**config.mk**
```make
export PLATFORM = sky130hd
export DESIGN_NAME = circle_rect_overlap_test_unit
export DESIGN_NICKNAME = d
export VERILOG_FILES = /design/src/hw/rtl/crot_pkg.sv /design/src/hw/rtl/crot_front.sv /design/src/hw/rtl/crot_decide.sv /design/src/hw/rtl/circle_rect_overlap_test_unit.sv
export SDC_FILE = /design/constraint.sdc
export NUM_CORES = 2
export LEC_CHECK = 0
export BUFFER_PORTS_ARGS = -buffer_cell sky130_fd_sc_hd__buf_2
export CELL_PAD_IN_SITES_DETAIL_PLACEMENT = 1
export CELL_PAD_IN_SITES_GLOBAL_PLACEMENT = 2
export CORE_ASPECT_RATIO = 0.7
export CORE_UTILIZATION = 30
export CTS_CLUSTER_SIZE = 28
export DETAILED_ROUTE_END_ITERATION = 8
export HOLD_SLACK_MARGIN = 0.1
export PLACE_DENSITY_LB_ADDON = 0.1
export SYNTH_ARGS = -nofsm -noshare
export SYNTH_HDL_FRONTEND = slang
export SYNTH_SLANG_ARGS = --single-unit
```
**constraint.sdc**
```tcl
create_clock -name i_clk -period 19.5 [get_ports i_clk]
set_clock_uncertainty 0.05 [all_clocks]
set_input_delay 0.975 -clock i_clk [delete_from_list [all_inputs] [get_ports i_clk]]
set_output_delay 0.975 -clock i_clk [all_outputs]
set_load 0.02 [all_outputs]
```
**src/hw/rtl/crot_pkg.sv**
```systemverilog
`timescale 1ns / 1ps

package crot_pkg;

    // Pairing of the two shape kinds; selects which overlap rule applies.
    typedef enum logic [1:0] {
        PAIR_RECT_RECT = 2'd0,
        PAIR_CIRC_RECT = 2'd1,
        PAIR_CIRC_CIRC = 2'd2
    } t_pair_kind;

    // Shape kind codes as carried on the request user bits.
    localparam logic SHAPE_RECT   = 1'b0;
    localparam logic SHAPE_CIRCLE = 1'b1;

endpackage

```
**src/hw/rtl/crot_front.sv**
```systemverilog
`timescale 1ns / 1ps

// Center deltas, box limits and squarer operands for one shape pair.
module crot_front #(
    parameter int COORD_BITS = 16
) (
    input  logic                     i_left_is_circle,
    input  logic [COORD_BITS-1:0]    i_left_x,
    input  logic [COORD_BITS-1:0]    i_left_y,
    input  logic [COORD_BITS-2:0]    i_left_w,
    input  logic [COORD_BITS-2:0]    i_left_h,
    input  logic                     i_right_is_circle,
    input  logic [COORD_BITS-1:0]    i_right_x,
    input  logic [COORD_BITS-1:0]    i_right_y,
    input  logic [COORD_BITS-2:0]    i_right_w,
    input  logic [COORD_BITS-2:0]    i_right_h,
    output crot_pkg::t_pair_kind     o_kind,
    output logic [COORD_BITS+1:0]    o_ax2,
    output logic [COORD_BITS+1:0]    o_ay2,
    output logic [COORD_BITS-1:0]    o_lim_x0,
    output logic [COORD_BITS-1:0]    o_lim_y0,
    output logic [COORD_BITS-1:0]    o_lim_x1,
    output logic [COORD_BITS-1:0]    o_lim_y1,
    output logic [COORD_BITS+1:0]    o_sq_a,
    output logic [COORD_BITS+1:0]    o_sq_b,
    output logic [COORD_BITS-1:0]    o_sq_ref
);
    import crot_pkg::*;

    localparam int N = COORD_BITS;

    logic [N:0]   dx;
    logic [N:0]   dy;
    logic [N:0]   adx;
    logic [N:0]   ady;
    logic [N-2:0] c_w;
    logic [N-2:0] r_w;
    logic [N-2:0] r_h;
    logic [N-1:0] sum_w;
    logic [N-1:0] sum_h;
    logic [N-1:0] rw_cw;
    logic [N-1:0] rh_cw;
    logic [N+2:0] ex;
    logic [N+2:0] ey;
    logic [N+2:0] aex;
    logic [N+2:0] aey;

    // Signed center differences, one bit wider than a coordinate
    assign dx  = {i_left_x[N-1], i_left_x} - {i_right_x[N-1], i_right_x};
    assign dy  = {i_left_y[N-1], i_left_y} - {i_right_y[N-1], i_right_y};
    assign adx = dx[N] ? (~dx + 1'b1) : dx;
    assign ady = dy[N] ? (~dy + 1'b1) : dy;

    // Doubled absolute deltas
    assign o_ax2 = {adx, 1'b0};
    assign o_ay2 = {ady, 1'b0};

    // Pick circle and rectangle sides for the mixed case
    assign c_w = i_left_is_circle ? i_left_w  : i_right_w;
    assign r_w = i_left_is_circle ? i_right_w : i_left_w;
    assign r_h = i_left_is_circle ? i_right_h : i_left_h;

    assign sum_w = {1'b0, i_left_w} + {1'b0, i_right_w};
    assign sum_h = {1'b0, i_left_h} + {1'b0, i_right_h};
    assign rw_cw = {1'b0, r_w} + {1'b0, c_w};
    assign rh_cw = {1'b0, r_h} + {1'b0, c_w};

    // Doubled offset of the circle center from the nearest rectangle corner
    assign ex  = {1'b0, o_ax2} - {4'b0000, r_w};
    assign ey  = {1'b0, o_ay2} - {4'b0000, r_h};
    assign aex = ex[N+2] ? (~ex + 1'b1) : ex;
    assign aey = ey[N+2] ? (~ey + 1'b1) : ey;

    always_comb begin
        if (i_left_is_circle == SHAPE_CIRCLE && i_right_is_circle == SHAPE_CIRCLE) begin
            o_kind = PAIR_CIRC_CIRC;
        end else if (i_left_is_circle == SHAPE_CIRCLE
                     || i_right_is_circle == SHAPE_CIRCLE) begin
            o_kind = PAIR_CIRC_RECT;
        end else begin
            o_kind = PAIR_RECT_RECT;
        end
    end

    always_comb begin
        o_lim_x0 = sum_w;
        o_lim_y0 = sum_h;
        o_lim_x1 = sum_w;
        o_lim_y1 = sum_h;
        o_sq_a   = o_ax2;
        o_sq_b   = o_ay2;
        o_sq_ref = sum_w;
        if (o_kind == PAIR_CIRC_RECT) begin
            o_lim_x0 = rw_cw;
            o_lim_y0 = {1'b0, r_h};
            o_lim_x1 = {1'b0, r_w};
            o_lim_y1 = rh_cw;
            o_sq_a   = aex[N+1:0];
            o_sq_b   = aey[N+1:0];
            o_sq_ref = {1'b0, c_w};
        end
    end

endmodule

```
**src/hw/rtl/crot_decide.sv**
```systemverilog
`timescale 1ns / 1ps

// Squared-distance compare and box tests, merged by pair kind.
module crot_decide #(
    parameter int COORD_BITS = 16
) (
    input  crot_pkg::t_pair_kind     i_kind,
    input  logic [COORD_BITS+1:0]    i_ax2,
    input  logic [COORD_BITS+1:0]    i_ay2,
    input  logic [COORD_BITS-1:0]    i_lim_x0,
    input  logic [COORD_BITS-1:0]    i_lim_y0,
    input  logic [COORD_BITS-1:0]    i_lim_x1,
    input  logic [COORD_BITS-1:0]    i_lim_y1,
    input  logic [COORD_BITS+1:0]    i_sq_a,
    input  logic [COORD_BITS+1:0]    i_sq_b,
    input  logic [COORD_BITS-1:0]    i_sq_ref,
    output logic                     o_hit
);
    import crot_pkg::*;

    localparam int N = COORD_BITS;

    logic [2*N+3:0] sq_a2;
    logic [2*N+3:0] sq_b2;
    logic [2*N+4:0] dist2;
    logic [2*N-1:0] ref2;
    logic           near;
    logic           box0;
    logic           box1;

    assign sq_a2 = i_sq_a * i_sq_a;
    assign sq_b2 = i_sq_b * i_sq_b;
    assign ref2  = i_sq_ref * i_sq_ref;
    assign dist2 = {1'b0, sq_a2} + {1'b0, sq_b2};
    assign near  = dist2 < {5'b00000, ref2};

    assign box0 = (i_ax2 <= {2'b00, i_lim_x0}) && (i_ay2 <= {2'b00, i_lim_y0});
    assign box1 = (i_ax2 <= {2'b00, i_lim_x1}) && (i_ay2 <= {2'b00, i_lim_y1});

    always_comb begin
        case (i_kind)
            PAIR_CIRC_CIRC: o_hit = near;
            PAIR_CIRC_RECT: o_hit = box0 || box1 || near;
            PAIR_RECT_RECT: o_hit = box0;
            default:        o_hit = 1'b0;
        endcase
    end

endmodule

```
**src/hw/rtl/circle_rect_overlap_test_unit.sv**
```systemverilog
`timescale 1ns / 1ps
// Hit valid rises on the master side once a request has passed the input
// register and then the result register. Throughput: one shape pair per cycle
// unless m_axis_tready stalls the master side; the three squarers in crot_decide are
// used once per request between the input register and the result register.
// Reset (i_rst_n low, synchronous) drops both valid flags; data registers
// keep whatever they held and are reloaded with the next request.
module circle_rect_overlap_test_unit #(
    parameter int COORD_BITS = 16
) (
    input  logic                          i_clk,
    input  logic                          i_rst_n,
    input  logic                          s_axis_tvalid,
    output logic                          s_axis_tready,
    // left_x, left_y, left_w, left_h, right_x, right_y, right_w, right_h, zero pad
    input  logic [((8*COORD_BITS-4+7)/8)*8-1:0] s_axis_tdata,
    // left_is_circle, right_is_circle
    input  logic [1:0]                    s_axis_tuser,
    output logic                          m_axis_tvalid,
    input  logic                          m_axis_tready,
    // hit, zero pad
    output logic [7:0]                    m_axis_tdata
);
    import crot_pkg::*;

    localparam int N      = COORD_BITS;
    localparam int DATA_W = ((8*N-4+7)/8)*8;
    localparam int OUT_W  = 8;

    // Field offsets within s_axis_tdata, lowest field first
    localparam int LX_LO = 0;
    localparam int LY_LO = LX_LO + N;
    localparam int LW_LO = LY_LO + N;
    localparam int LH_LO = LW_LO + N - 1;
    localparam int RX_LO = LH_LO + N - 1;
    localparam int RY_LO = RX_LO + N;
    localparam int RW_LO = RY_LO + N;
    localparam int RH_LO = RW_LO + N - 1;

    localparam int USER_LEFT  = 0;
    localparam int USER_RIGHT = 1;

    // Input register stage
    logic              r_in_valid;
    logic              n_in_valid;
    logic [DATA_W-1:0] r_in_data;
    logic [1:0]        r_in_user;

    // Result register stage
    logic              r_out_valid;
    logic              n_out_valid;
    logic              r_out_hit;

    logic              stage_ready;
    logic              in_take;
    logic              out_load;

    t_pair_kind        kind;
    logic [N+1:0]      ax2;
    logic [N+1:0]      ay2;
    logic [N-1:0]      lim_x0;
    logic [N-1:0]      lim_y0;
    logic [N-1:0]      lim_x1;
    logic [N-1:0]      lim_y1;
    logic [N+1:0]      sq_a;
    logic [N+1:0]      sq_b;
    logic [N-1:0]      sq_ref;
    logic              hit;

    // The result register frees up when empty or when its request is taken;
    // the input register frees up when empty or when it moves forward.
    assign stage_ready   = !r_out_valid || m_axis_tready;
    assign s_axis_tready = !r_in_valid || stage_ready;
    assign in_take       = s_axis_tvalid && s_axis_tready;
    assign out_load      = r_in_valid && stage_ready;

    always_comb begin
        n_in_valid = r_in_valid;
        if (s_axis_tready) begin
            n_in_valid = s_axis_tvalid;
        end
        n_out_valid = r_out_valid;
        if (stage_ready) begin
            n_out_valid = r_in_valid;
        end
    end

    always_ff @(posedge i_clk) begin
        if (!i_rst_n) begin
            r_in_valid  <= 1'b0;
            r_out_valid <= 1'b0;
        end else begin
            r_in_valid  <= n_in_valid;
            r_out_valid <= n_out_valid;
        end
    end

    // Capture the request payload
    always_ff @(posedge i_clk) begin
        if (in_take) begin
            r_in_data <= s_axis_tdata;
            r_in_user <= s_axis_tuser;
        end
    end

    // Capture the verdict when the input stage advances
    always_ff @(posedge i_clk) begin
        if (out_load) begin
            r_out_hit <= hit;
        end
    end

    crot_front #(
        .COORD_BITS (COORD_BITS)
    ) u_front (
        .i_left_is_circle  (r_in_user[USER_LEFT]),
        .i_left_x          (r_in_data[LX_LO +: N]),
        .i_left_y          (r_in_data[LY_LO +: N]),
        .i_left_w          (r_in_data[LW_LO +: N-1]),
        .i_left_h          (r_in_data[LH_LO +: N-1]),
        .i_right_is_circle (r_in_user[USER_RIGHT]),
        .i_right_x         (r_in_data[RX_LO +: N]),
        .i_right_y         (r_in_data[RY_LO +: N]),
        .i_right_w         (r_in_data[RW_LO +: N-1]),
        .i_right_h         (r_in_data[RH_LO +: N-1]),
        .o_kind            (kind),
        .o_ax2             (ax2),
        .o_ay2             (ay2),
        .o_lim_x0          (lim_x0),
        .o_lim_y0          (lim_y0),
        .o_lim_x1          (lim_x1),
        .o_lim_y1          (lim_y1),
        .o_sq_a            (sq_a),
        .o_sq_b            (sq_b),
        .o_sq_ref          (sq_ref)
    );

    crot_decide #(
        .COORD_BITS (COORD_BITS)
    ) u_decide (
        .i_kind    (kind),
        .i_ax2     (ax2),
        .i_ay2     (ay2),
        .i_lim_x0  (lim_x0),
        .i_lim_y0  (lim_y0),
        .i_lim_x1  (lim_x1),
        .i_lim_y1  (lim_y1),
        .i_sq_a    (sq_a),
        .i_sq_b    (sq_b),
        .i_sq_ref  (sq_ref),
        .o_hit     (hit)
    );

    assign m_axis_tvalid = r_out_valid;
    assign m_axis_tdata  = {{(OUT_W-1){1'b0}}, r_out_hit};

    // A request leaving the input stage must show up as a result
    a_advance_lands: assert property (@(posedge i_clk) disable iff (!i_rst_n)
        out_load |=> r_out_valid)
        else $error("request advanced but result register is empty");

    // Never stall the slave side while the result register is empty
    a_ready_when_empty: assert property (@(posedge i_clk) disable iff (!i_rst_n)
        !r_out_valid |-> s_axis_tready)
        else $error("slave side stalled with empty result register");

    // A blocked input stage keeps its request
    a_in_hold: assert property (@(posedge i_clk) disable iff (!i_rst_n)
        (r_in_valid && !stage_ready) |=> (r_in_valid && $stable(r_in_data)
                                          && $stable(r_in_user)))
        else $error("input stage lost a blocked request");

    // Two circles never overlap when their diameters sum to zero
    a_zero_circles: assert property (@(posedge i_clk) disable iff (!i_rst_n)
        (out_load && kind == PAIR_CIRC_CIRC && sq_ref == '0) |=> !r_out_hit)
        else $error("zero-size circles reported as overlapping");

endmodule
```
==> run_results.csv <==
group,metric,value,unit
placed_design,place_hpwl,113000,µm
placed_design,place_congestion,0.839,
routing,postRouteAntennaNets,0,
synthesis,ys_ff_latch,129,
global_routing,grt_max_degree,73,
cts,cts_resized,0,
synthesis,synth.distinct_cells,97,
synthesis,synthesis.area,38900,µm²
sta,max_freq,0.0593,GHz
synthesis,synth_ff_type,"edfxtp_1",
cts,clock_insertion_delay_worst_skew,480,ps
synthesis,syn_avg_cell_area,9.10,µm²
global_routing,overflow,0,
critical_path,end_kind,"register",
floorplanning,num_rows,110,
routing,via_per_inst,4.68,
synthesis,synth_area_leader_cell,"fa_1",
routing,vias,28600,
synthesis,synthArstFlopShare,0,%
sta,drv_slew,0,
placed_design,dpl.cell_count,6084,
cts,clk_pin_slew,70,ps
finish,area_growth,8.48,%
synthesis,yosysWarnings,0,
routing,drc,0,
floorplanning,ios,144,
global_routing,grt_pass1_vias,31000,
finish,utilization,32.8,%
global_routing,grt_pass1_wl,202000,µm
floorplanning,fp.dieH,303,µm
critical_path,cpLargestDelayFamily,"compound AO/OA/AOI/OAI gates",
critical_path,timing.critical_path.mode_cell,"fa_1",
cts,cts_made_buffers,17,
routing,routed_wl,130000,µm
synthesis,synth.area.top_cells,"fa_1 (35%), ha_1 (15%), edfxtp_1 (9.8%)",
critical_path,start_kind,"register",
sta,setup_tns,0,ps
floorplanning,core_area,129000,µm²
cts,cts.htree.levels,4,
global_routing,antenna_found_initial,7,
floorplanning,die_w,433,µm
cts,cts_max_path_buffers,2,
finish,fin_nets,5654,
cts,post_cts_buffers,0,
sta,finalSetupViolCount,0,
outcome,outcome,"completed",
floorplanning,die-area,131000,µm²
cts,ctsHoldBuffers,0,
cts,cts_tree,"built",
routing,drt_pass1_iterations,5,
critical_path,critPathKind,"reg -> reg",
sta,post-route-min-period,16870,ps
sta,timing.final.crit_share,86.5,%
synthesis,ys_seq_area_share,9.90,%
critical_path,cpPeakStageDelay,770,ps
sta,rsz0062_at_grt,"false",
finish,final_cells,6117,
cts,cts-root-buf,"clkbuf_16",
min_path,hold_class,"reg -> reg",
synthesis,syn-instance-count,4279,
routing,routedWlPerCell,21.3,µm
cts,clkSinkCount,129,
run,drv_cap,0,
floorplanning,start_util,30.3,%
critical_path,cp_max_fo,17,
global_routing,grt_usage,20.7,%
sta,finalHoldViolCount,0,
placed_design,numPortBuffers,132,
sta,slew_headroom,17.9,%
critical_path,crit_slowest_cell,"a21o_1",
finish,drive_above_1_share,7.44,%
critical_path,worstPathBufferInverterCount,6,
routing,drt_iter0_markers,1489,
synthesis,synth_top_area_share,34.6,%
sta,tightest_slew,1200,ps
synthesis,synth-edff-count,127,
critical_path,critPathRequiredTime,19750,ps
critical_path,cp.arrival,17120,ps
-- final cells by class --
type / instances / area [µm²]
multi-input cells: 3097 / 31100
inverters: 945 / 3550
clock inverters: 14 / 139
flip-flops and latches: 129 / 3850
well taps: 1736 / 2170
diodes: 1 / 2.50
fillers: 15000 / 86400
repair buffers: 177 / 998
clock buffers: 18 / 429
-- cell families after synthesis --
family | after synthesis | synth area share (%)
buffers and inverters | 1060 | 10.5
and+or+nand+nor | 1045 | 12.3
DFF | 129 | 9.90
other | 1 | 0.00963
muxes | 68 | 1.92
xor gates and xnor gates | 217 | 4.88
AOI/OAI and AO/OA | 604 | 10.5
adders and majority gates | 1155 | 50.1
-- state kept, by name, summed over array words and instances (netlist names) --
name,count
m_axis_tvalid,1
r_in_data,124
r_in_user,2
r_in_valid,1
r_out_hit,1
-- final timing paths --
kind | from | slack, ps | end | depth (start not counted)
setup reg to reg | r_in_data[0] | 2630 | r_out_hit | 53
hold reg to reg | r_in_valid | 480 | m_axis_tvalid | 1
setup / recovery | r_in_data[0] | 2630 | r_out_hit | 53
hold / removal | r_in_valid | 480 | m_axis_tvalid | 1
-- placed cells by master, fill, tap and decap left out, types with 31 or more instances in the layout --
master and n:
ha_1 480, nor3_1 42, nand2b_1 62, mux2i_1 41, nor2_1 429, xnor2_1 138
edfxtp_1 127, nand2_1 262, fa_1 672, and2_1 38, a21o_1 122, a21oi_1 167
inv_1 935, nand3_1 37, buf_2 132, buf_4 45, o21a_1 31, xor2_1 79
o21ai_0 82, or2_2 35
-- per-stage QoR --
stage | area (µm²) | hold slack (ps) | worst slack [ps]
after global routing | 42200 | 502 | 1480
final | 42200 | 475 | 2630
after global placement | 41700 | 462 | 2790
after floorplan | 39000 | 427 | 6140
after detailed placement | 41700 | 455 | 2630
after CTS | 42200 | 475 | 2560
-- synth_stat cells, drive strengths merged (45+ instances only) --
master	n
inv	942
fa	672
ha	481
nor2	431
nand2	266
a21oi	179
xnor2	138
edfxtp	127
a21o	124
o21ai	92
xor2	79
nand2b	62
clkbuf	58
buf	57
or2	48
mux2i	45
-- worst register-to-register path, delay by kind of cell (launching register included) --
kind	cells	cell delay [ps]
compound gates	28	8550
fa+ha+maj	13	5500
simple gates	4	1010
buf+inv	6	800
xor+xnor	2	450
flops	1	360
-- routing by layer --
metal	GRT usage, %	wire length [µm]	vias to the layer above
met3	2.54	5250	44
li1	-	-	13700
met4	2.47	784	0
met1	34.0	73300	14500
met2	28.8	51200	402
met5	0	0	-
Power is left out: the tool's default activity adds up to more than one toggle a clock period on the data nets, which glitch-free logic cannot reach.
